==> src/mrfc_pkg.sv <==
// ----------------------------------------------------------------------------
// mrfc_pkg
// Shared constants, types and helpers for the meter reply frame checker.
// ----------------------------------------------------------------------------
package mrfc_pkg;

    localparam int FRAME_BYTES = 22;
    localparam int POS_W       = 5;
    localparam int ADDR_W      = 56;
    localparam int BYTE_W      = 8;
    localparam int STATUS_W    = 2;
    localparam int READING_W   = 28;
    localparam int WEIGHT_W    = 20;
    localparam int DIGIT_W     = 8;
    localparam int OUT_DATA_W  = 32;

    localparam logic [BYTE_W-1:0] START_BYTE   = 8'h68;
    localparam logic [BYTE_W-1:0] CONTROL_BYTE = 8'h10;

    localparam logic [POS_W-1:0] POS_HUNT       = 5'd0;
    localparam logic [POS_W-1:0] POS_CONTROL    = 5'd1;
    localparam logic [POS_W-1:0] POS_ADDR_FIRST = 5'd2;
    localparam logic [POS_W-1:0] POS_ADDR_LAST  = 5'd8;
    localparam logic [POS_W-1:0] POS_READ_FIRST = 5'd14;
    localparam logic [POS_W-1:0] POS_READ_LAST  = 5'd17;
    localparam logic [POS_W-1:0] POS_SUM        = 5'd20;
    localparam logic [POS_W-1:0] POS_LAST       = POS_W'(FRAME_BYTES - 1);

    localparam logic [STATUS_W-1:0] STATUS_OK       = 2'd0;
    localparam logic [STATUS_W-1:0] STATUS_ADDR_ERR = 2'd1;
    localparam logic [STATUS_W-1:0] STATUS_SUM_ERR  = 2'd2;
    localparam logic [STATUS_W-1:0] STATUS_HDR_ERR  = 2'd3;

    typedef struct packed {
        logic [STATUS_W-1:0]  frame_status;
        logic [READING_W-1:0] reading_hundredths;
    } mrfc_result_t;

    // Weight of one BCD byte of the reading, lowest byte first.
    function automatic logic [WEIGHT_W-1:0] pair_weight(input logic [1:0] idx);
        logic [WEIGHT_W-1:0] w;
        case (idx)
            2'd0:    w = 20'd1;
            2'd1:    w = 20'd100;
            2'd2:    w = 20'd10000;
            2'd3:    w = 20'd1000000;
            default: w = 20'd1;
        endcase
        return w;
    endfunction

endpackage

==> src/mrfc_frame_parser.sv <==
// ----------------------------------------------------------------------------
// mrfc_frame_parser
// Input byte register and per-byte frame state update; emits one result
// per complete frame or header error.
// ----------------------------------------------------------------------------
module mrfc_frame_parser (
    input  logic                         aclk,
    input  logic                         aresetn,
    input  logic                         in_valid,
    output logic                         in_ready,
    input  logic [mrfc_pkg::BYTE_W-1:0]  in_byte,
    input  logic [mrfc_pkg::ADDR_W-1:0]  meter_address,
    input  logic                         res_space,
    output logic                         res_valid,
    output mrfc_pkg::mrfc_result_t       res_data
);
    import mrfc_pkg::*;

    logic                  byte_vld_reg;
    logic [BYTE_W-1:0]     byte_reg;
    logic [POS_W-1:0]      pos_reg, pos_next;
    logic [BYTE_W-1:0]     sum_reg, sum_next;
    logic                  diff_reg, diff_next;
    logic [READING_W-1:0]  acc_reg, acc_next;

    logic                  take;
    logic [2:0]            addr_idx;
    logic [BYTE_W-1:0]     expect_byte;
    logic [1:0]            read_idx;
    logic [DIGIT_W-1:0]    digit_pair;
    logic [READING_W-1:0]  term;

    assign take     = byte_vld_reg && res_space;
    assign in_ready = !byte_vld_reg || res_space;

    always_ff @(posedge aclk) begin
        if (!aresetn) begin
            byte_vld_reg <= 1'b0;
        end else if (in_valid && in_ready) begin
            byte_vld_reg <= 1'b1;
        end else if (take) begin
            byte_vld_reg <= 1'b0;
        end
    end

    always_ff @(posedge aclk) begin
        if (in_valid && in_ready) begin
            byte_reg <= in_byte;
        end
    end

    // Address byte for this position; byte 2 sits in the lowest eight bits.
    assign addr_idx    = 3'(pos_reg - POS_ADDR_FIRST);
    assign expect_byte = meter_address[addr_idx*BYTE_W +: BYTE_W];

    // Each reading byte counts as two decimal digits, nibbles unchecked.
    assign read_idx   = 2'(pos_reg - POS_READ_FIRST);
    assign digit_pair = DIGIT_W'(byte_reg[3:0]) + DIGIT_W'(byte_reg[7:4]) * DIGIT_W'(10);
    assign term       = READING_W'(digit_pair) * READING_W'(pair_weight(read_idx));

    always_comb begin
        pos_next  = pos_reg;
        sum_next  = sum_reg;
        diff_next = diff_reg;
        acc_next  = acc_reg;
        res_valid = 1'b0;
        res_data  = '0;
        if (take) begin
            if (pos_reg == POS_HUNT) begin
                if (byte_reg == START_BYTE) begin
                    sum_next  = byte_reg;
                    diff_next = 1'b0;
                    acc_next  = '0;
                    pos_next  = POS_CONTROL;
                end
            end else if (pos_reg == POS_CONTROL) begin
                if (byte_reg != CONTROL_BYTE) begin
                    pos_next  = POS_HUNT;
                    sum_next  = '0;
                    diff_next = 1'b0;
                    acc_next  = '0;
                    res_valid = 1'b1;
                    res_data.frame_status = STATUS_HDR_ERR;
                end else begin
                    sum_next = sum_reg + byte_reg;
                    pos_next = POS_ADDR_FIRST;
                end
            end else begin
                if (pos_reg >= POS_ADDR_FIRST && pos_reg <= POS_ADDR_LAST &&
                    expect_byte != byte_reg) begin
                    diff_next = 1'b1;
                end
                if (pos_reg >= POS_READ_FIRST && pos_reg <= POS_READ_LAST) begin
                    acc_next = acc_reg + term;
                end
                if (pos_reg < POS_SUM) begin
                    sum_next = sum_reg + byte_reg;
                end else if (pos_reg == POS_SUM) begin
                    sum_next = sum_reg - byte_reg;
                end
                if (pos_reg >= POS_LAST) begin
                    res_valid = 1'b1;
                    if (diff_next) begin
                        res_data.frame_status = STATUS_ADDR_ERR;
                    end else if (sum_next != '0) begin
                        res_data.frame_status = STATUS_SUM_ERR;
                    end else begin
                        res_data.frame_status       = STATUS_OK;
                        res_data.reading_hundredths = acc_next;
                    end
                    pos_next  = POS_HUNT;
                    sum_next  = '0;
                    diff_next = 1'b0;
                    acc_next  = '0;
                end else begin
                    pos_next = pos_reg + POS_W'(1);
                end
            end
        end
    end

    always_ff @(posedge aclk) begin
        if (!aresetn) begin
            pos_reg  <= POS_HUNT;
            sum_reg  <= '0;
            diff_reg <= 1'b0;
            acc_reg  <= '0;
        end else begin
            pos_reg  <= pos_next;
            sum_reg  <= sum_next;
            diff_reg <= diff_next;
            acc_reg  <= acc_next;
        end
    end

endmodule

==> config.mk <==
export PLATFORM = sky130hd
export DESIGN_NAME = mrfc_frame_parser
export DESIGN_NICKNAME = d
export VERILOG_FILES = /design/src/mrfc_pkg.sv /design/src/mrfc_frame_parser.sv
export SDC_FILE = /design/constraint.sdc
export NUM_CORES = 1
export LEC_CHECK = 0
export BUFFER_PORTS_ARGS = -buffer_cell sky130_fd_sc_hd__buf_2
export CORE_MARGIN = 4
export CORE_UTILIZATION = 66
export DETAILED_ROUTE_END_ITERATION = 12
export PLACE_DENSITY_LB_ADDON = 0.2
export SYNTH_ARGS = -nofsm -noshare
export SYNTH_HDL_FRONTEND = slang
export SYNTH_SLANG_ARGS = --single-unit
export TNS_END_PERCENT = 10
==> constraint.sdc <==
create_clock -name aclk -period 13.4 [get_ports aclk]
set_input_delay 0 -clock aclk [delete_from_list [all_inputs] [get_ports aclk]]
set_output_delay 0 -clock aclk [all_outputs]
set_load 0.05 [all_outputs]
* After elaboration in Yosys (flattened, before gate mapping)
Cells that the tools add are included.
** Word-level totals
- Input bits :: 68
- Word-level logic and storage cells :: 93
- Flip-flop bits (word level) :: 51
** Operators by class
- Multipliers :: 2
- $add $sub $neg :: 7
- Shift-type cells :: 1
- Equal/unequal tests :: 10
- Reductions and logical operators :: 13
- Muxes and demuxes :: 48
- Magnitude comparators :: 6
** Operators with widths (number)
- $mux W28 :: 9
- $mux W30 :: 3
- $mux W8 :: 10
- $pmux W20 S4 :: 1
- $shiftx A56 B7 Y8 :: 1
- $add A28 B28 Y28 :: 1
- $mul A8 B20 Y28 :: 1
- $mux W5 :: 4
- $mux W1 :: 16
- $mux W2 :: 5
- $add A4 B8 Y8 :: 1
- $add A8 B8 Y8 :: 1
- $eq A8 B7 Y1 const B :: 1
- $ne A8 B5 Y1 const B :: 1
- $ne A8 B8 Y1 :: 1
- $reduce_bool A8 Y1 :: 1
- $sub A8 B8 Y8 :: 1
- $mul A4 B3 Y7 const B :: 1
- $add A5 B1 Y5 const B :: 1
- $eq A5 B1 Y1 const B :: 1
- $eq A5 B5 Y1 const B :: 1
- $ge A5 B2 Y1 const B :: 1
- $ge A5 B4 Y1 const B :: 1
- $ge A5 B5 Y1 const B :: 1
- 17 further kinds :: 22

* Longest topological paths before layout
Gate-level depths: netlist (run 1).
- Word-level depth :: 13
- Mapped depth :: 27

* Worst setup path after synthesis (run 1)
No wires, ideal clock.
- Path type :: reg-to-output
- From :: register byte_reg[5]
- To :: output port res_data[24] (netlist name)
- Path buffers :: 0
- Required time :: 13.400 ns
- Cell stages (with the launch flop) :: 25
- Arrival :: 7.099 ns
- Setup slack :: 6.301 ns
- Cell sequence :: edfxtp_1 > ha_1 > ha_1 > inv_1 > fa_1 > nor2_1 > nor3b_1 > a21oi_1 > nor2b_1 > fa_1 > inv_1 > fa_1 > fa_1 > fa_1 > inv_1 > ha_1 > a21oi_1 > o21ai_0 > a221oi_1 > a21boi_0 > o2111ai_1 > a21oi_1 > o211ai_1 > o31ai_1 > a211oi_1
** RTL lines
- from (decl) :: RTL line mrfc_frame_parser.sv:20 : logic [BYTE_W-1:0] byte_reg;
- from (signal assigned) :: RTL line mrfc_frame_parser.sv:48 : byte_reg <= in_byte;
- to (decl) :: RTL line mrfc_frame_parser.sv:15 : output mrfc_pkg::mrfc_result_t res_data

==> reports/summary.txt, run 1 <==
outcome -> completed
1st-iter DRT viols -> 717
Worst-Margin Slew -> 1.07 ns
ys flop type -> dfxtp_1
FF-to-FF setup slack -> 6.18 ns
cell family with most CP delay -> adder cells
RSZ-0062 raised after global routing -> false
Post-Route WL -> 24000 µm
reg2reg end -> acc_reg[27]
critical path depth in cells -> 25
part of the cycle the worst path needs -> 0.575
Hold Vio Cnt, Final -> 0
PwrDens -> 109 nW/µm²
# setup viols final -> 0
hpwl dp -> 18700 µm
row count -> 42
leading area contributor after synthesis -> fa_1
Setup Fix Bufs, Post-CTS -> 0
clock sink total -> 51
Startpoint Class -> flip-flop
EDFF count, synth -> 8
Hold Slack -> 0.0000123 ns
Final Skew -> 0.0212 ns
initial antenna violation count -> 0
initial core utilization -> 0.673
DP Area -> 9480 µm²
largest net degree at the start of global routing -> 38
Die Span Y -> 124 µm
commonest cells in the netlist -> inv_1, ha_1, nand2_1
CTS Root Cell -> clkbuf_16
Buf+Inv Stages, Crit Path -> 6
Die X-Extent -> 124 µm
WP data required -> 13.40 ns
TritonCTS clock tree -> yes
antenna viol nets, final -> 0
final worst slack -> 5.69 ns
DP Worst Slack -> 6.08 ns
core area -> 13200 µm²
htree depth -> 2
Worst Path Arrival -> 7.71 ns
DR vias -> 7770
Synth area leaders -> fa_1, ha_1, dfxtp_1, inv_1, nand2_1
GPL Wtd Cong -> 0.946
Worst setup endpoint -> res_data[26]
Final min period -> 7.71 ns
worst-path maximum fanout -> 8
Synth Area per Inst -> 8.39 µm²
Crit. Startpoint -> byte_reg[7]
Antenna diodes -> 0
die area -> 15400 µm²
nets -> 1419
share of flip-flops with an asynchronous set or reset -> 0
crit path max-delay cell type -> fa_1
setup_tns -> 0 ns
DR DRC count -> 0
Distinct cells, synth -> 70
CP peak stage delay -> 0.58 ns
worst hold path type -> in -> reg
via/cell ratio -> 5.88
WS Path Type -> reg -> out
cell area after synthesis -> 8880 µm²
DR pass1 iterations -> 5
Max clock buf depth -> 2
nature of the critical path endpoint -> output pin
first-pass GRT wire length -> 38800 µm
vias in the first global route -> 7748
register bit total from synthesis -> 51
GRT Total Usage -> 0.326
Post-Syn Nets -> 1334
Clk Latency, worst-skew pair -> 0.33 ns
Ys Warns -> 0
top-area cell type share of the netlist area -> 0.198
Max-Cap Viols -> 0
Final Instance Area -> 9730 µm²
Slew HR -> 0.276
IO buf count -> 99
worst flop-to-flop path startpoint -> byte_reg[7]
cells on worst reg2reg path -> 24
final slew viol count -> 0
P&R area growth vs syn -> 9.51%
Fmax -> 0.130 GHz
leakage power -> 4.55 nW
Clock Pin Slew Worst Setup and Hold Paths -> 0.10 ns
Max VDD drop -> 0.000131 V
CTS Buf Count -> 5
post-synthesis sequential area ratio -> 0.124
Wirelength per Cell -> 18.2 µm
GR Overflow Total -> 0
count leader, synth -> inv_1
I/O pin count -> 100
share of cells above drive strength 1 -> 0.136
Mapped Cells -> 1059
max reg flops -> 28
[kinds of logic after synthesis]
family                     Yosys count  synth area share
adders and majority gates          207             0.366
xor gates and xnor gates            44            0.0434
and+or+nand+nor                    277             0.152
AOI/OAI and AO/OA                  224             0.171
DFF                                 51             0.124
muxes                               27            0.0417
buffers and inverters              229             0.101
[placed cells by master (no fill, tap or decap), drive strengths merged, types with 23 or more instances in the layout]
master and n:
inv 195, o21ai 37, ha 119, buf 106
nand2 89, and2 27, fa 88, dfxtp 43
a22oi 23, a21oi 74, xnor2 29, nor2 77
[final cells by class]
cell class,instances,area (µm²)
clock buffer,5,125
clock inverter,3,28.8
fill,1030,3460
inverter,192,721
multi-input combinational,779,6890
sequential,51,1100
tap,176,220
timing repair buffer,115,638
[worst min path at each step]
stage / from / end / slack (ns) / cells after the start
finish: aresetn / pos_reg[0] / 0.00001 / 2
global route: aresetn / sum_reg[7] / 0.01 / 2
CTS: aresetn / sum_reg[7] / 0.005 / 2
detailed placement: in_byte[3] / byte_reg[3] / 0.18 / 1
global placement: in_byte[0] / byte_reg[0] / 0.18 / 1
floorplan: in_byte[0] / byte_reg[0] / 0.1 / 0
[where the power goes]
group	total, mW	switching [mW]	internal (mW)
logic	0.743	0.455	0.288
registers	0.161	0.00413	0.157
clock network	0.152	0.0798	0.0727
[through the flow]
| stage | util | instances | power (mW) |
|---|---|---|---|
| 6_report | 0.737 | 1321 | 1.06 |
| 4_1_cts | 0.737 | 1321 | 1.04 |
| 5_1_grt | 0.737 | 1321 | 1.16 |
| 3_3_place_gp | 0.719 | 1304 | 0.862 |
| 3_5_place_dp | 0.719 | 1304 | 0.888 |
| 2_1_floorplan | - | 1059 | 0.721 |
[what timing repair did]
| item | 4_1_cts | 5_1_grt |
|---|---|---|
| hold buffers | 9 | 0 |
| gates resized for setup | 0 | 0 |
| hold endpoints to repair | 9 | 0 |
[routing by layer]
layer  GRT usage  share of wire
met3      0.0668          0.071
met1       0.421           0.42
met5           0              0
met2       0.548           0.48
met4       0.111          0.029
Power figures use the tool's default switching activity.
==> run 2, diff against run 1 <==
--- a/config.mk
+++ b/config.mk
@@ -5,9 +5,10 @@
 export SDC_FILE = /design/constraint.sdc
 export NUM_CORES = 1
 export LEC_CHECK = 0
+export ABC_AREA = 1
 export BUFFER_PORTS_ARGS = -buffer_cell sky130_fd_sc_hd__buf_2
 export CORE_MARGIN = 4
-export CORE_UTILIZATION = 66
+export CORE_UTILIZATION = 62
 export DETAILED_ROUTE_END_ITERATION = 12
 export PLACE_DENSITY_LB_ADDON = 0.2
 export SYNTH_ARGS = -nofsm -noshare
==> constraint.sdc (replaced) <==
create_clock -name aclk -period 7.2 [get_ports aclk]
set_input_delay 0 -clock aclk [delete_from_list [all_inputs] [get_ports aclk]]
set_output_delay 0 -clock aclk [all_outputs]
set_load 0.05 [all_outputs]
==> run 2 against run 1 <==
Against the previous run: worst setup slack worse by 5.4 ns; global-route usage down 2.0 points; core utilization down 4.4 points; largest power group unchanged.
==> reports/summary.txt, run 2 <==
Fmax -> 0.144 GHz
Clock Pin Slew Worst Setup and Hold Paths -> 0.07 ns (-0.03 ns)
die area -> 17500 µm² (+14%)
share of cells above drive strength 1 -> 0.120 (-0.0163)
GRT Total Usage -> 0.307 (-0.0197)
Worst-Margin Slew -> 0.950 ns (-0.121 ns)
part of the cycle the worst path needs -> 0.961
largest net degree at the start of global routing -> 42 (+11%)
max reg flops -> 28 (unchanged)
PwrDens -> 184 nW/µm² (+69%)
antenna viol nets, final -> 0 (unchanged)
commonest non-fill, non-tap cell in the layout -> inv_1
crit path max-delay cell type -> fa_1
Die Span Y -> 132 µm (+6.6%)
Clk Latency, worst-skew pair -> 0.31 ns (-0.02 ns)
leading area contributor after synthesis -> fa_1
outcome -> completed
P&R area growth vs syn -> 9.85%
final worst slack -> 0.278 ns (-5.41 ns)
Ys Warns -> 0 (unchanged)
WS Path Type -> reg -> out
Post-Route WL -> 26900 µm (+12%)
I/O pin count -> 100 (unchanged)
WP data required -> 7.20 ns (-6.20 ns)
share of flip-flops with an asynchronous set or reset -> 0 (unchanged)
DR DRC count -> 0 (unchanged)
Slew HR -> 0.365 (+0.0893)
ys flop type -> dfxtp_1
Hold Vio Cnt, Final -> 0 (unchanged)
CTS Buf Count -> 5 (unchanged)
Distinct cells, synth -> 49 (-30%)
CP peak stage delay -> 0.55 ns (-0.03 ns)
DR pass1 iterations -> 5 (unchanged)
Wirelength per Cell -> 15.9 µm (-13%)
Hold Slack -> 0.0364 ns (+0.0364 ns)
commonest cells in the netlist -> inv_1, nand2_1, ha_1
Synth Area per Inst -> 6.78 µm² (-19%)
Max clock buf depth -> 2 (unchanged)
nature of the critical path endpoint -> output pin
Startpoint Class -> flip-flop
top-area cell type share of the netlist area -> 0.184 (-0.0142)
IO buf count -> 99 (unchanged)
clock sink total -> 51 (unchanged)
post-synthesis sequential area ratio -> 0.115 (-0.00887)
Final min period -> 6.92 ns
hpwl dp -> 21800 µm (+17%)
HP Start -> aresetn
row count -> 45 (+7.1%)
leakage power -> 5.52 nW (+21%)
core area -> 15100 µm² (+15%)
EDFF count, synth -> 8 (unchanged)
worst-path maximum fanout -> 6 (-2)
CTS Root Cell -> clkbuf_16
cell area after synthesis -> 9570 µm² (+7.7%)
# setup viols final -> 0 (unchanged)
Synth area leaders -> fa_1, ha_1, inv_1, nand2_1, dfxtp_1
initial antenna violation count -> 0 (unchanged)
Mapped Cells -> 1410 (+33%)
RSZ-0062 raised after global routing -> true
GPL Wtd Cong -> 0.975 (+3.1%)
initial core utilization -> 0.632 (-0.0417)
final slew viol count -> 0 (unchanged)
htree depth -> 2 (unchanged)
worst hold path type -> in -> reg
commonest cells after routing, fill and taps aside -> inv_1, nand2_1, ha_1
Max VDD drop -> 0.000193 V (+46%)
count leader, synth -> inv_1
TritonCTS clock tree -> yes
via/cell ratio -> 5.49 (-6.6%)
worst flop-to-flop path startpoint -> byte_reg[4]
vias in the first global route -> 8941 (+15%)
first-pass GRT wire length -> 43400 µm (+12%)
register bit total from synthesis -> 51 (unchanged)
1st-iter DRT viols -> 913 (+27%)
DR vias -> 9324 (+20%)
Worst Path Arrival -> 6.92 ns (-0.79 ns)
Antenna diodes -> 0 (unchanged)
Crit. Startpoint -> byte_reg[4]
DP Worst Slack -> 0.187 ns (-5.89 ns)
nets -> 1783 (+26%)
Die X-Extent -> 132 µm (+6.6%)
GR Overflow Total -> 0 (unchanged)
Max-Cap Viols -> 0 (unchanged)
Final Skew -> 0.00722 ns (-0.0140 ns)
Post-Syn Nets -> 1685 (+26%)
==> run 2: changes by cell type after synthesis, moves of 26 or more <==
cell	change
a21oi_1	+33
and2_1	-26
inv_1	+127
nand2_1	+225
nand3_1	+84
nor2_1	+31
==> run 2: path summary, 6_finish.rpt <==
kind | endpoint | slack, ns | cells past startpoint
hold reg to reg | acc_reg[24] | 0.48 | 2
hold / removal | sum_reg[3] | 0.04 | 3
setup / recovery | res_data[16] | 0.28 | 26
setup reg to reg | acc_reg[13] | 0.77 | 26
==> run 2: per-layer routing <==
layer  part of all wire  vias to the layer above  routed length [µm]  track usage
li1                   -                     4579                   -            -
met1               0.43                     4293               11500        0.416
met2               0.45                      378               12200        0.499
met3              0.074                       74                2000       0.0397
met4              0.042                        0                1140        0.122
met5                  0                        -                   0            0
==> run 2: worst max-delay path: cells and delay by family, from the launching register on <==
family          cells  cell delay [ns]
flops               1             0.47
buf+inv             6             0.58
xor+xnor            1             0.22
compound gates      7             1.26
fa+ha+maj           7             3.08
simple gates        5             0.97
==> run 2: through the flow <==
stage	setup TNS, ns	util	cells	area, µm²	power, mW
after floorplan	0	-	1410	9570	1.34
after global placement	0	0.672	1674	10200	1.62
after detailed placement	0	0.672	1674	10200	1.65
after CTS	0	0.688	1692	10400	1.91
after global routing	-0.111	0.694	1697	10500	2.14
final	0	0.694	1697	10500	1.93
==> run 2: power breakdown <==
part	switching (mW)	internal (mW)	total, mW
combinational	0.901	0.483	1.38
clock	0.122	0.130	0.252
sequential	0.00557	0.293	0.298
==> run 2: cells by family (layout without fill, tap and decap cells) <==
group                      count (synthesis)  in the layout  synth area share
DFF                                       51             51             0.115
xor gates and xnor gates                  16             16            0.0146
buffers and inverters                    355            454             0.145
and+or+nand+nor                          607            607             0.287
AOI/OAI and AO/OA                        174            174            0.0977
adders and majority gates                207            207             0.340
==> run 2: layout make-up <==
type,count,area (µm²)
clock buffer,6,129
timing repair buffer,122,707
multi-input combinational,1004,7110
sequential,51,1100
tap,188,235
clock inverter,2,12.5
fill,1327,4640
inverter,324,1220
==> run 2: repair_timing <==
item                       CTS  global route
setup buffers                0             5
hold buffers                10             0
hold endpoints to repair     9             0
pin swaps                    0             0
setup endpoints to repair    2            16
gates resized for setup      2            14
==> run 3, diff against run 2 <==
--- a/config.mk
+++ b/config.mk
@@ -5,7 +5,6 @@
 export SDC_FILE = /design/constraint.sdc
 export NUM_CORES = 1
 export LEC_CHECK = 0
-export ABC_AREA = 1
 export BUFFER_PORTS_ARGS = -buffer_cell sky130_fd_sc_hd__buf_2
 export CORE_MARGIN = 4
 export CORE_UTILIZATION = 62
==> constraint.sdc (replaced) <==
create_clock -name aclk -period 7.3 [get_ports aclk]
set_input_delay 0 -clock aclk [delete_from_list [all_inputs] [get_ports aclk]]
set_output_delay 0 -clock aclk [all_outputs]
set_load 0.05 [all_outputs]
==> run 3 against run 2 <==
Against the previous run: critical path depth decreased by 1; global-route usage down 0.92 points; clock power increased by 8.3%; sequential cell count is the same; clock-buffer cell count decreased by 1; cell count decreased by 21%; register-to-register slack got worse by 0.09 ns; core utilization rose by 1.7 points; largest power group unchanged; highest routed layer unchanged.
==> reports/summary.txt, run 3 (synthesis gave the netlist of run 1 again) <==
outcome -> completed
DR pass1 iterations -> 8 (+3)
nature of the critical path endpoint -> output pin
TritonCTS clock tree -> yes
Crit. Startpoint -> byte_reg[5]
multi-input logic area -> 6960 µm² (-2.0%)
share of cells above drive strength 1 -> 0.156 (+0.0365)
Worst Path Arrival -> 7.03 ns (+0.11 ns)
worst flop-to-flop path startpoint -> byte_reg[5]
initial core utilization -> 0.637 (+0.00578)
P&R area growth vs syn -> 11.5%
HP Start -> aresetn
fillers -> 1104 (-17%)
I/O pin count -> 100 (unchanged)
WHS Endpoint -> sum_reg[7]
commonest non-fill, non-tap cell in the layout -> inv_1
DP Worst Slack -> 0.0923 ns (-0.0952 ns)
P_sw -> 992 µW (-3.6%)
Post-Route Utilization -> 0.711 (+0.0168)
Sw Share -> 0.503 (-0.0295)
initial antenna violation count -> 0 (unchanged)
clock sink total -> 51 (unchanged)
worst-path maximum fanout -> 6 (unchanged)
Clock Pin Slew Worst Setup and Hold Paths -> 0.09 ns (+0.02 ns)
WS Path Type -> reg -> out
Max clock buf depth -> 2 (unchanged)
antenna viol nets, final -> 0 (unchanged)
PwrDens -> 199 nW/µm² (+8.3%)
row count -> 43 (-4.4%)
Final Skew -> 0.0118 ns (+0.00455 ns)
WHS Path Cells -> 2 (-1)
cells on worst reg2reg path -> 23 (-12%)
commonest cells after routing, fill and taps aside -> inv_1, ha_1, buf_2
Hold Slack -> 0.0142 ns (-0.0222 ns)
nets -> 1431 (-20%)
register share of total power -> 0.148 (-0.006)
CTS Buf Count -> 5 (unchanged)
Die X-Extent -> 128 µm (-3.4%)
Max-Cap Viols -> 0 (unchanged)
# setup viols final -> 0 (unchanged)
Post-Route WL -> 23600 µm (-12%)
final slew viol count -> 0 (unchanged)
met2 Use GR -> 0.498 (-0.00113)
GRT Total Usage -> 0.297 (-0.00917)
GR Overflow Total -> 0 (unchanged)
reg2reg end -> acc_reg[27]
largest net degree at the start of global routing -> 38 (-9.5%)
RSZ-0062 raised after global routing -> true
Hold Vio Cnt, Final -> 0 (unchanged)
Final Instance Area -> 9900 µm² (-5.8%)
leakage power -> 4.61 nW (-16%)
IO buf count -> 99 (unchanged)
Wirelength per Cell -> 17.7 µm (+11%)
FF+latch area -> 1100 µm² (unchanged)
Combinational Power Share -> 0.714 (about the same)
DR DRC count -> 0 (unchanged)
Die Span Y -> 128 µm (-3.4%)
Startpoint Class -> flip-flop
Fmax -> 0.142 GHz
worst hold path type -> in -> reg
DR vias -> 7866 (-16%)
part of the cycle the worst path needs -> 0.964
met3 Use GR -> 0.0554 (+0.0157)
max reg flops -> 28 (unchanged)
core area -> 13900 µm² (-8.0%)
final worst slack -> 0.266 ns (-0.0116 ns)
Antenna diodes -> 0 (unchanged)
Int Pwr -> 982 µW (+8.5%)
Power, Total -> 1.97 mW (+2.0%)
Slew HR -> 0.208 (-0.158)
htree depth -> 2 (unchanged)
DP Area -> 9530 µm² (-6.4%)
die area -> 16300 µm² (-6.7%)
CTS Root Cell -> clkbuf_16
vias in the first global route -> 7898 (-12%)
Clk Latency, worst-skew pair -> 0.32 ns (about the same)
WP data required -> 7.30 ns (+0.10 ns)
Worst-Margin Slew -> 1.17 ns (+0.222 ns)
FF-to-FF setup slack -> 0.68 ns (-0.09 ns)
first-pass GRT wire length -> 38900 µm (-10%)
Final min period -> 7.03 ns
clock network power share -> 0.138 (+0.008)
1st-iter DRT viols -> 620 (-32%)
hpwl dp -> 18800 µm (-14%)
GPL Wtd Cong -> 0.950 (-2.6%)
GR Util met1 -> 0.392 (-0.0241)
Max VDD drop -> 0.000279 V (+45%)
gr busiest metal -> met2
via/cell ratio -> 5.88 (+7.1%)
run 3: changes by cell type in the layout (fill, tap and decap cells not counted), sizes merged, moves of 16 or more:
cell and delta:
a22oi +23, mux2i +19, xnor2 +23, or2 -16, nor2 -33, nand3 -86
o21ai -17, nand2 -227, inv -130, and2 +26, nor3 -32, a21oi -16
run 3: repair_timing:
item | CTS | global route
setup endpoints to repair | 4 | 14
hold buffers | 10 | 0
gates resized for setup | 7 | 15
buffers inserted | 0 | 5
pin swaps | 0 | 2
hold endpoints to repair | 9 | 0
gates cloned | 0 | 0
run 3: how the worst max path moves through the flow:
stage | endpoint | slack [ns]
floorplan | res_data[24] | 0.20
global placement | res_data[26] | 0.33
detailed placement | res_data[26] | 0.09
CTS | res_data[26] | 0.01
global route | res_data[26] | -0.07
finish | res_data[24] | 0.27
run 3: stage by stage:
stage	std cells	setup TNS (ns)
after floorplan	1059	0
after global placement	1314	0
after detailed placement	1314	0
after CTS	1332	0
after global routing	1337	-0.211
final	1337	0
run 3: routing by layer:
metal  share of wire  wire (µm)
met5               0          0
met1            0.40       9460
met3           0.088       2090
met2            0.48      11300
met4           0.031        722
run 3: final cells by class:
type / instances / area share
Multi-Input combinational cell: 779 / 0.703
Sequential cell: 51 / 0.111
Timing Repair Buffer: 127 / 0.0746
Inverter: 192 / 0.0728
Tap cell: 180 / 0.0227
Clock buffer: 5 / 0.0126
Clock inverter: 3 / 0.00278
run 3: power by group through the flow:
stage | Sequential, mW | Combinational, mW | Clock (mW)
finish | 0.292 | 1.41 | 0.273
global route | 0.293 | 1.59 | 0.279
CTS | 0.293 | 1.35 | 0.275
detailed placement | 0.299 | 1.32 | 0
global placement | 0.299 | 1.27 | 0
floorplan | 0.299 | 1.02 | 0
run 3: critical path, stage by stage (launching register included):
cell       delay [ns]
edfxtp_1         0.43
ha_1             0.31
ha_1             0.19
inv_1            0.08
fa_2             0.47
nor2_1           0.15
nor3b_1          0.07
a21oi_1          0.25
nor2b_2          0.12
fa_1             0.56
inv_1            0.07
fa_1             0.50
fa_1             0.53
fa_1             0.55
inv_1            0.04
ha_1             0.37
a21oi_1          0.14
o21ai_0          0.14
a221oi_1         0.34
a21boi_1         0.17
o2111ai_2        0.31
a21oi_2          0.13
o211ai_1         0.19
o31ai_1          0.10
a211oi_1         0.22
buf_4            0.26
